**src/rtl/aoc_pkg.sv**
```systemverilog
// ----------------------------------------------------------------------------
// aoc_pkg
// Shared codes, constants and channel blend function for the alpha-over-
// checkerboard compositor.
// ----------------------------------------------------------------------------
package aoc_pkg;

  // Pixel mode codes
  localparam logic [1:0] MODE_PASS  = 2'd0;
  localparam logic [1:0] MODE_BGRA  = 2'd1;
  localparam logic [1:0] MODE_IDX8  = 2'd2;
  localparam logic [1:0] MODE_IDX4  = 2'd3;

  // Configuration register indexes
  localparam logic [1:0] REG_PIXEL_MODE  = 2'd0;
  localparam logic [1:0] REG_ROW_LENGTH  = 2'd1;
  localparam logic [1:0] REG_TRANS_INDEX = 2'd2;

  // Checker shades and background palette index
  localparam logic [7:0] SHADE_A  = 8'hc0;
  localparam logic [7:0] SHADE_B  = 8'he0;
  localparam logic [7:0] BG_INDEX = 8'd2;
  localparam logic [7:0] ALPHA_OPAQUE = 8'hff;

  // Register reset values
  localparam logic [1:0]  PIXEL_MODE_RST  = MODE_BGRA;
  localparam logic [15:0] ROW_LENGTH_RST  = 16'd64;
  localparam logic [7:0]  TRANS_INDEX_RST = 8'd0;

  // Blend one channel over a background shade: (c*a + bg*(256-a)) >> 8
  function automatic logic [7:0] blend_channel(input logic [7:0] c,
                                               input logic [7:0] a,
                                               input logic [7:0] bg);
    logic [17:0] sum;
    sum = 18'(c) * 18'(a) + 18'(bg) * (18'd256 - 18'(a));
    return sum[15:8];
  endfunction

endpackage

```
**src/rtl/alpha_over_checkerboard.sv**
```systemverilog
// ----------------------------------------------------------------------------
// alpha_over_checkerboard
// Composites a pixel stream over a checkerboard, one word a cycle if unstalled.
// ----------------------------------------------------------------------------
// Usage:
//   Input words arrive on the s_axis channel: tdata carries the pixel (BGRA,
//   B in the low byte; indexed modes use the low byte), tuser flags the first
//   unit of a frame and restarts the checker counters before that unit.
//   Results leave on m_axis: tdata carries the composited pixel or index byte.
//   The cfg port writes pixel_mode, row_length and trans_index; write it only
//   while no word is in flight.
//   The result is registered and becomes valid in the cycle after the input is
//   accepted. Throughput is one word per cycle while the receiver does not
//   stall: the checker state update and the three channel blends sit between
//   the checker state and the output register.
//   When the receiver stalls, the output register holds its word and
//   s_axis_tready drops only while that register is full and not drained in
//   the same cycle.
//   Reset empties the output register, restores the register defaults (BGRA
//   mode, 64-unit rows, index 0 transparent) and rewinds the checkerboard.
// ----------------------------------------------------------------------------
module alpha_over_checkerboard #(
  parameter int TILE_SIZE = 6,
  parameter int ROW_BITS  = 16
) (
  input  logic        clk_i,
  input  logic        rst_ni,
  // Configuration write port
  input  logic        cfg_we_i,
  input  logic [1:0]  cfg_idx_i,
  input  logic [15:0] cfg_data_i,
  // Input stream
  input  logic        s_axis_tvalid,
  output logic        s_axis_tready,
  input  logic [31:0] s_axis_tdata,   // [31:0] pixel_in
  input  logic        s_axis_tuser,   // [0] start_of_frame
  // Output stream
  output logic        m_axis_tvalid,
  input  logic        m_axis_tready,
  output logic [31:0] m_axis_tdata    // [31:0] pixel_out
);

  localparam int TW      = $clog2(TILE_SIZE + 1);
  localparam int RW      = $clog2(TILE_SIZE);
  localparam int CW      = ROW_BITS + 1;
  localparam int CMPW    = (ROW_BITS + 2 > 17) ? ROW_BITS + 2 : 17;
  localparam logic [TW-1:0] TILE_FULL = TW'(TILE_SIZE);
  localparam logic [TW-1:0] TILE_HALF = TW'(TILE_SIZE / 2);

  // Configuration registers
  logic [1:0]  pixel_mode_q;
  logic [15:0] row_length_q;
  logic [7:0]  trans_index_q;

  // Checker state
  logic [TW-1:0]       tile_left_q, tile_left_d;
  logic [ROW_BITS-1:0] column_count_q, column_count_d;
  logic [RW-1:0]       row_in_band_q, row_in_band_d;
  logic                tile_phase_q, tile_phase_d;
  logic                band_phase_q, band_phase_d;

  // Output register
  logic        out_valid_q;
  logic [31:0] out_data_q, out_data_d;

  logic          accept;
  logic [TW-1:0] tile_w;

  // Checker state after an optional frame restart
  logic [TW-1:0]       eff_left;
  logic [ROW_BITS-1:0] eff_col;
  logic [RW-1:0]       eff_rib;
  logic                eff_tphase;
  logic                eff_bphase;

  logic [CW-1:0]   col_sum;
  logic [CMPW-1:0] col_ext, row_ext, reach;
  logic [RW:0]     rib_inc;

  assign accept        = s_axis_tvalid & s_axis_tready;
  assign s_axis_tready = ~out_valid_q | m_axis_tready;
  assign m_axis_tvalid = out_valid_q;
  assign m_axis_tdata  = out_data_q;
  assign tile_w        = (pixel_mode_q == aoc_pkg::MODE_IDX4) ? TILE_HALF : TILE_FULL;

  // Write configuration registers
  always_ff @(posedge clk_i or negedge rst_ni) begin
    if (!rst_ni) begin
      pixel_mode_q  <= aoc_pkg::PIXEL_MODE_RST;
      row_length_q  <= aoc_pkg::ROW_LENGTH_RST;
      trans_index_q <= aoc_pkg::TRANS_INDEX_RST;
    end else if (cfg_we_i) begin
      case (cfg_idx_i)
        aoc_pkg::REG_PIXEL_MODE:  pixel_mode_q  <= cfg_data_i[1:0];
        aoc_pkg::REG_ROW_LENGTH:  row_length_q  <= cfg_data_i;
        aoc_pkg::REG_TRANS_INDEX: trans_index_q <= cfg_data_i[7:0];
        default: ;
      endcase
    end
  end

  // Restart the checkerboard at frame start
  always_comb begin
    if (s_axis_tuser) begin
      eff_left   = tile_w;
      eff_col    = '0;
      eff_rib    = '0;
      eff_tphase = 1'b0;
      eff_bphase = 1'b0;
    end else begin
      eff_left   = tile_left_q;
      eff_col    = column_count_q;
      eff_rib    = row_in_band_q;
      eff_tphase = tile_phase_q;
      eff_bphase = band_phase_q;
    end
  end

  // Advance the checkerboard by one unit (held in pass mode)
  always_comb begin
    tile_left_d    = eff_left;
    column_count_d = eff_col;
    row_in_band_d  = eff_rib;
    tile_phase_d   = eff_tphase;
    band_phase_d   = eff_bphase;
    col_sum        = CW'(eff_col) + CW'(tile_w);
    col_ext        = CMPW'(col_sum);
    row_ext        = CMPW'(row_length_q);
    reach          = col_ext + CMPW'(tile_w);
    rib_inc        = (RW+1)'(eff_rib) + (RW+1)'(1);
    if (pixel_mode_q != aoc_pkg::MODE_PASS) begin
      if (eff_left > TW'(1)) begin
        tile_left_d = eff_left - TW'(1);
      end else begin
        tile_phase_d   = ~eff_tphase;
        tile_left_d    = tile_w;
        column_count_d = col_sum[ROW_BITS-1:0];
        if (reach >= row_ext) begin
          if (col_ext < row_ext) begin
            // Shorten the last tile of the row
            tile_left_d = TW'(row_ext - col_ext);
          end else begin
            // Wrap to the next row
            column_count_d = '0;
            if (rib_inc >= (RW+1)'(TILE_SIZE)) begin
              row_in_band_d = '0;
              band_phase_d  = ~eff_bphase;
            end else begin
              row_in_band_d = rib_inc[RW-1:0];
            end
            tile_phase_d = (rib_inc >= (RW+1)'(TILE_SIZE)) ? ~eff_bphase : eff_bphase;
          end
        end
      end
    end
  end

  // Composite the current word
  always_comb begin
    logic [7:0] px_a;
    logic [7:0] bg;
    logic [7:0] bg_idx;
    logic [3:0] lo;
    logic [3:0] hi;
    px_a   = s_axis_tdata[31:24];
    bg     = eff_tphase ? aoc_pkg::SHADE_B : aoc_pkg::SHADE_A;
    bg_idx = aoc_pkg::BG_INDEX | {7'd0, eff_tphase};
    lo     = s_axis_tdata[3:0];
    hi     = s_axis_tdata[7:4];
    case (pixel_mode_q)
      aoc_pkg::MODE_PASS: begin
        out_data_d = s_axis_tdata;
      end
      aoc_pkg::MODE_BGRA: begin
        if (px_a != aoc_pkg::ALPHA_OPAQUE) begin
          out_data_d = {aoc_pkg::ALPHA_OPAQUE,
                        aoc_pkg::blend_channel(s_axis_tdata[23:16], px_a, bg),
                        aoc_pkg::blend_channel(s_axis_tdata[15:8], px_a, bg),
                        aoc_pkg::blend_channel(s_axis_tdata[7:0], px_a, bg)};
        end else begin
          out_data_d = s_axis_tdata;
        end
      end
      aoc_pkg::MODE_IDX8: begin
        out_data_d = {24'd0, (s_axis_tdata[7:0] == trans_index_q) ? bg_idx
                                                                  : s_axis_tdata[7:0]};
      end
      default: begin
        if (lo == trans_index_q[3:0]) lo = bg_idx[3:0];
        if (hi == trans_index_q[3:0]) hi = bg_idx[3:0];
        out_data_d = {24'd0, hi, lo};
      end
    endcase
  end

  // Update checker state on each accepted word
  always_ff @(posedge clk_i or negedge rst_ni) begin
    if (!rst_ni) begin
      tile_left_q    <= TILE_FULL;
      column_count_q <= '0;
      row_in_band_q  <= '0;
      tile_phase_q   <= 1'b0;
      band_phase_q   <= 1'b0;
    end else if (accept) begin
      tile_left_q    <= tile_left_d;
      column_count_q <= column_count_d;
      row_in_band_q  <= row_in_band_d;
      tile_phase_q   <= tile_phase_d;
      band_phase_q   <= band_phase_d;
    end
  end

  // Hold the result until the receiver takes it
  always_ff @(posedge clk_i or negedge rst_ni) begin
    if (!rst_ni) begin
      out_valid_q <= 1'b0;
    end else if (s_axis_tready) begin
      out_valid_q <= s_axis_tvalid;
    end
  end

  always_ff @(posedge clk_i) begin
    if (accept) begin
      out_data_q <= out_data_d;
    end
  end

endmodule
```
**config.mk**
```make
export PLATFORM = sky130hd
export DESIGN_NAME = alpha_over_checkerboard
export DESIGN_NICKNAME = d
export VERILOG_FILES = /design/src/rtl/aoc_pkg.sv /design/src/rtl/alpha_over_checkerboard.sv
export SDC_FILE = /design/constraint.sdc
export NUM_CORES = 1
export LEC_CHECK = 0
export BUFFER_PORTS_ARGS = -buffer_cell sky130_fd_sc_hd__buf_2
export CAP_MARGIN = 0
export CORE_MARGIN = 4
export CORE_UTILIZATION = 55
export DETAILED_ROUTE_END_ITERATION = 12
export GPL_ROUTABILITY_DRIVEN = 0
export PLACE_DENSITY_LB_ADDON = 0.05
export SLEW_MARGIN = 40
export SYNTH_ARGS = -nofsm -noshare
export SYNTH_HDL_FRONTEND = slang
export SYNTH_SLANG_ARGS = --single-unit
```
**constraint.sdc**
```tcl
create_clock -name clk_i -period 9.2 [get_ports clk_i]
set_clock_uncertainty 0.15 [all_clocks]
set_input_delay 0.46 -clock clk_i [delete_from_list [all_inputs] [get_ports clk_i]]
set_output_delay 0.46 -clock clk_i [all_outputs]
set_load 0.02 [all_outputs]
```
=== Yosys cells after proc, flatten, opt, wreduce, memory -nomap -nowiden ===
Index checks and enable logic that the tools add are counted.
W data, S select, Z words.

* Bits in registers: 83
* Bits of input ports: 56
* Output and inout bits: 34
* Word-level logic and storage cells: 81

* $add $sub $neg: 9
* $mul: 4
* Magnitude comparators: 4
* Eq/ne operators: 9
* Muxes and demuxes: 34
* Bitwise gates (word level): 5
* Reductions and logical operators: 6

{| class="wikitable"
|+ Operators with widths
! operator !! number
|-
| $pmux W32 S3 || 1
|-
| $mux W16 || 5
|-
| $add A16 B16 Y16 || 3
|-
| $mul A8 B8 Y16 || 3
|-
| $mux W3 || 12
|-
| $mux W32 || 1
|-
| $add A17 B3 Y18 || 1
|-
| $ge A18 B16 Y1 || 1
|-
| $add A16 B3 Y17 || 1
|-
| $lt A17 B16 Y1 || 1
|-
| $mul A9 B10 Y16 || 1
|-
| $mux W1 || 11
|-
| $sub A9 B8 Y10 const A || 1
|-
| $eq A4 B4 Y1 || 2
|-
| $eq A8 B8 Y1 || 1
|-
| $mux W4 || 2
|-
| $mux W8 || 1
|-
| $ne A8 B8 Y1 const B || 1
|-
| $eq A2 B2 Y1 const B || 3
|-
| $mux W6 || 1
|-
| $reduce_and A2 Y1 || 3
|-
| $add A3 B1 Y4 const B || 1
|-
| $eq A2 B1 Y1 const B || 2
|-
| $ge A4 B3 Y1 const B || 1
|-
| 8 further kinds || 11
|}

=== Longest topological paths before layout ===
* Depth in word-level cells: 8
* Mapped depth: 29
* Gate-level depth less buffers: 26

=== Least setup slack after synthesis ===
Ideal clock, no wire load.

* Path kind: input port to flip-flop
* Start point: input port s_axis_tuser
* End point: register out_data_q[12], in the netlist m_axis_tdata[12], data pin
* Setup time: 257 ps
* Arrival: 6456 ps
* Data required time: 8793 ps
* Setup slack: 2337 ps
* Stages on the path: 24
* Buffers on the path: 5
* Path through: buf_6 -> clkbuf_1 -> clkbuf_1 -> buf_1 -> nor2b_1 -> clkbuf_1 -> nand2_1 -> fa_1 -> inv_1 -> ha_1 -> ha_1 -> ha_1 -> fa_1 -> inv_1 -> fa_1 -> fa_1 -> inv_1 -> ha_1 -> a2111oi_0 -> nor2_1 -> a21oi_1 -> nor2b_1 -> or3_1 -> a32o_1

* Word-level cells in the longest chain between the ends: 6

{| class="wikitable"
|+ RTL lines
! element !! RTL line !! text
|-
| from (decl) || alpha_over_checkerboard.sv:36 || <nowiki>input logic s_axis_tuser,</nowiki>
|-
| $mux W1 || alpha_over_checkerboard.sv:104 || <nowiki>if (s_axis_tuser) begin</nowiki>
|-
| $mux W6 || alpha_over_checkerboard.sv:166 || <nowiki>bg = eff_tphase ? aoc_pkg::SHADE_B : aoc_pkg::SHADE_A;</nowiki>
|-
| $mul A9 B10 Y16 || aoc_pkg.sv:35 || <nowiki>sum = 18'(c) * 18'(a) + 18'(bg) * (18'd256 - 18'(a));</nowiki>
|-
| $add A16 B16 Y16 || aoc_pkg.sv:35 ||
|-
| $mux W32 || alpha_over_checkerboard.sv:175 || <nowiki>if (px_a != aoc_pkg::ALPHA_OPAQUE) begin</nowiki>
|-
| $pmux W32 S3 || alpha_over_checkerboard.sv:170 || <nowiki>case (pixel_mode_q)</nowiki>
|-
| net out_data_d[12] || alpha_over_checkerboard.sv:64 || <nowiki>logic [31:0] out_data_q, out_data_d;</nowiki>
|-
| to (signal assigned) || alpha_over_checkerboard.sv:224 || <nowiki>out_data_q <= out_data_d;</nowiki>
|-
| to (decl) || alpha_over_checkerboard.sv:64 ||
|}

The timed path passes the listed nets, and every way through them passes these cells.
A chain may end at the register's enable or synchronous reset.

=== Worst setup path after layout ===
* Start point: input port s_axis_tdata[25]
* End point: register out_data_q[12], in the netlist m_axis_tdata[12], data pin

* Word-level cells in the longest chain between the ends: 5
* Elaborated cells on any way between the ends: 7
* Those cells by class: add/sub (2); mul (2); eq/ne (1); mux (2)

{| class="wikitable"
|+ RTL lines
! element !! RTL line !! text
|-
| from (decl) || alpha_over_checkerboard.sv:35 || <nowiki>input logic [31:0] s_axis_tdata,</nowiki>
|-
| $sub A9 B8 Y10 || aoc_pkg.sv:35 ||
|-
| $mul A9 B10 Y16 || aoc_pkg.sv:35 ||
|-
| $add A16 B16 Y16 || aoc_pkg.sv:35 ||
|-
| $mux W32 * || alpha_over_checkerboard.sv:175 ||
|-
| $pmux W32 S3 * || alpha_over_checkerboard.sv:170 ||
|-
| net out_data_d[12] || alpha_over_checkerboard.sv:64 ||
|}

Mark *: on every way through the listed nets, which the timed path passes. The rest lies on a longest branch.

==> reports/summary.txt <==
Horizontal die dimension = 161.5 µm
Number of nets in the layout = 1,860
Global-route wire length before repair = 53.29 mm
Post-Synthesis Mean Instance Area = 9.000 µm²
DP Worst Slack = 1.592 ns
Leading register cell type out of synthesis = sky130_fd_sc_hd__dfrtp_1
Detailed-router iteration count before antenna repair = 5
Kind of capture point of the worst setup path = register
Grt total ovfl = 0
Count of yosys warnings during synthesis = 0
Max_slew headroom = 44.04%
Crit share post-route = 77.60%
Post-route ant nets = 0
Clock-pin slew on the worst setup and hold paths = 0.08 ns
Part of the Yosys area used for sequential elements = 17.30%
Ys async rst share = 61.45%
Flop-to-flop setup slack = 2.76 ns
Total number of H-tree levels = 3
Sum of net half-perimeters after detailed placement = 24.10 mm
Buffers from clock root to sink, at most = 2
Drt wl/cell = 17.71 µm
Site row count = 55
Max-slew violation count = 0
Die footprint = 26,080 µm²
Via count of the routed design = 9,907
Worst setup margin = 2.061 ns
Worst IR Drop VDD = 168.5 µV
Power per standard cell area = 242.3 nW/µm²
Critical Path Start Type = input port
Critical Path Start = s_axis_tdata[25]
Skew-Pair Late Insertion Delay = 0.36 ns
CTS root buf = sky130_fd_sc_hd__clkbuf_16
Reg2reg start = pixel_mode_q[1]
Layout-stage area growth over the synthesis result = 7.492%
Leakage = 6.983 nW
Number of enable flip-flop cells after synthesis = 32
Required time reported for the critical path endpoint = 9.16 ns
Transition time at the pin with the least slew margin = 0.8337 ns
Die boundary height = 161.5 µm
Maximum number of pins on one net before global-route repair = 52
Synthesized cell area = 12,960 µm²
Hold Vio Cnt, Final = 0
Number of clock sinks seen by CTS = 83
Cell total after placement = 1,792
Hold Crit Class = input port to asynchronous set/reset pin
Final Instance Count excl. Fillers = 1,809
Gate count of the mapped netlist = 1,440
Final core occ = 60.79%
Reg2reg path depth = 19
Total GRT Usage = 25.52%
Total CTS buffers = 9
TritonCTS clock tree = built
Count of final setup violators = 0
Initial Util = 56.55%
Met2 usage = 39.03%
Ratio of cells with drive above 1 in the final layout = 10.97%
Buffers added on ports = 89
Fin crit period = 7.139 ns
Quantity of hold-fixing buffers added after cts = 0
Core area = 22,920 µm²
Number of distinct library cells after synthesis = 70
Setup CP Type = input port to register
Detailed-route wire length = 32.04 mm
Via density per instance = 5.477
Number of antenna violations at the first check in global routing = 1
I/O pin count = 90
Tightest hold margin = 0.07381 ns
Mapped Nets = 1,810
CP Capture Point = m_axis_tdata[12]
Worst R2R End = column_count_q[1]
Post-cts repair resize count = 0
Register bit count reported by yosys = 83
Count of routing violations after the opening detailed-route iteration = 629
Status = complete, no violations
Worst path arrival time = 7.10 ns
Vias in the first global route = 10,120
Reported max-cap violation count = 0
Met3 usage in global routing = 3.394%
Drc violations = 0
Crit Path Max Fanout = 27
Global routing met1 resource utilization = 39.21%
Setup tns final = 0 ns
Setup repair after global routing missed its margin = false
Global-route layer with the greatest usage = met1
Number of setup buffers added after CTS = 0
Highest Clock Rate = 0.1401 GHz
-- power breakdown --
group          leakage [nW]  total (W)  switching, W  internal (W)
Clock                 0.143   0.000380      0.000189      0.000192
Sequential            0.953   0.000534     0.0000398      0.000494
Combinational          5.89    0.00246       0.00139       0.00107
Total                  6.98    0.00338       0.00161       0.00176
-- critical path: stages --
cell and delay (ns):
sky130_fd_sc_hd__buf_2 0.27, sky130_fd_sc_hd__inv_1 0.22, sky130_fd_sc_hd__ha_1 0.26, sky130_fd_sc_hd__inv_1 0.10, sky130_fd_sc_hd__or3_1 0.43, sky130_fd_sc_hd__xor2_1 0.20
sky130_fd_sc_hd__nand2_1 0.10, sky130_fd_sc_hd__fa_1 0.49, sky130_fd_sc_hd__inv_1 0.04, sky130_fd_sc_hd__ha_1 0.29, sky130_fd_sc_hd__ha_1 0.31, sky130_fd_sc_hd__ha_1 0.37
sky130_fd_sc_hd__fa_1 0.55, sky130_fd_sc_hd__inv_1 0.05, sky130_fd_sc_hd__fa_1 0.46, sky130_fd_sc_hd__fa_1 0.54, sky130_fd_sc_hd__inv_1 0.04, sky130_fd_sc_hd__ha_1 0.20
sky130_fd_sc_hd__a2111oi_1 0.62, sky130_fd_sc_hd__nor2_1 0.17, sky130_fd_sc_hd__a21oi_1 0.26, sky130_fd_sc_hd__nor2b_1 0.07, sky130_fd_sc_hd__or3_1 0.31, sky130_fd_sc_hd__a32o_1 0.26
-- cells in the final DEF (no fill, tap or decap), drive strengths merged, types with 23 or more instances in the layout --
cell / count
inv: 259
ha: 174
nand2: 140
fa: 140
and2: 105
buf: 100
nor2: 63
xnor2: 60
a21oi: 53
dfrtp: 47
o21ai: 35
edfxtp: 32
mux2: 26
nor2b: 24
xor2: 23
-- logic make-up after synthesis --
group / count (synthesis) / synth area share [%]
flops: 83 / 17.30
xor+xnor: 83 / 5.754
simple gates: 446 / 17.93
mux: 31 / 2.645
buf+inv: 314 / 9.249
compound gates: 169 / 8.699
fa+ha+maj: 314 / 38.42
-- cell usage after synthesis (3+ instances only) --
cell | number | area share, %
sky130_fd_sc_hd__a2111o_1 | 3 | 0.26
sky130_fd_sc_hd__o31ai_1 | 4 | 0.23
sky130_fd_sc_hd__nand2b_1 | 14 | 0.68
sky130_fd_sc_hd__edfxtp_1 | 32 | 7.4
sky130_fd_sc_hd__xnor2_1 | 59 | 4.0
sky130_fd_sc_hd__nor3b_1 | 3 | 0.17
sky130_fd_sc_hd__fa_1 | 140 | 22
sky130_fd_sc_hd__clkbuf_1 | 50 | 1.4
sky130_fd_sc_hd__or3_1 | 7 | 0.34
sky130_fd_sc_hd__a21oi_1 | 53 | 2.0
sky130_fd_sc_hd__or2_2 | 5 | 0.24
sky130_fd_sc_hd__ha_1 | 174 | 17
sky130_fd_sc_hd__nand4_1 | 9 | 0.43
sky130_fd_sc_hd__a31oi_1 | 8 | 0.39
sky130_fd_sc_hd__a211oi_1 | 5 | 0.29
sky130_fd_sc_hd__nor2b_1 | 24 | 1.2
sky130_fd_sc_hd__xor2_1 | 23 | 1.6
sky130_fd_sc_hd__nand2_1 | 140 | 4.1
sky130_fd_sc_hd__a21o_1 | 7 | 0.41
sky130_fd_sc_hd__and4_1 | 5 | 0.34
sky130_fd_sc_hd__mux2i_1 | 5 | 0.39
sky130_fd_sc_hd__and2_1 | 105 | 5.1
sky130_fd_sc_hd__mux2_2 | 26 | 2.3
sky130_fd_sc_hd__inv_1 | 253 | 7.3
sky130_fd_sc_hd__buf_1 | 7 | 0.20
sky130_fd_sc_hd__o21ai_0 | 33 | 1.3
sky130_fd_sc_hd__dfstp_2 | 4 | 0.81
sky130_fd_sc_hd__nor4_1 | 6 | 0.29
sky130_fd_sc_hd__o21a_1 | 6 | 0.35
sky130_fd_sc_hd__nor2_1 | 63 | 1.8
sky130_fd_sc_hd__nor3_1 | 18 | 0.70
sky130_fd_sc_hd__a22o_1 | 14 | 0.95
sky130_fd_sc_hd__o22ai_1 | 4 | 0.19
sky130_fd_sc_hd__o32a_1 | 4 | 0.31
sky130_fd_sc_hd__dfrtp_1 | 47 | 9.1
sky130_fd_sc_hd__nand3b_1 | 4 | 0.23
sky130_fd_sc_hd__o21bai_1 | 3 | 0.17
sky130_fd_sc_hd__nand3_1 | 17 | 0.66
sky130_fd_sc_hd__and3_1 | 14 | 0.68
-- state kept, by name, summed over array words and instances (netlist names) --
name            count
m_axis_tdata       32
column_count_q     16
row_length_q       16
trans_index_q       8
row_in_band_q       3
tile_left_q         3
pixel_mode_q        2
band_phase_q        1
m_axis_tvalid       1
tile_phase_q        1
-- worst min-delay path by stage --
stage                           start           endpoint  slack (ns)
floorplan                      rst_ni       band_phase_q        0.01
global placement    column_count_q[2]  column_count_q[2]        0.33
detailed placement  column_count_q[2]  column_count_q[2]        0.33
CTS                            rst_ni      m_axis_tvalid        0.10
global route                   rst_ni      m_axis_tvalid        0.13
finish                         rst_ni      m_axis_tvalid        0.07
-- area by class of cell --
class | instances | area (µm²)
Timing Repair Buffer | 100 | 530.5
Sequential cell | 83 | 2242
Antenna cell | 1 | 2.502
Multi-Input combinational cell | 1043 | 9524
Tap cell | 313 | 391.6
Clock inverter | 7 | 65.06
Fill cell | 2068 | 8985
Clock buffer | 9 | 225.2
Inverter | 253 | 949.7
-- stage by stage --
step	total power, W	area (µm²)
after global routing	0.003731	13930
after floorplan	0.002423	12960
final	0.003375	13930
after CTS	0.003375	13920
after detailed placement	0.002965	13630
after global placement	0.002922	13630
-- layer usage --
layer / vias to the layer above / routed length, µm
met4: 0 / 428
met3: 23 / 2171
met2: 293 / 13860
met5: - / 0
met1: 4845 / 15570
li1: 4746 / -
No activity file was read; power rests on OpenSTA's default activity.
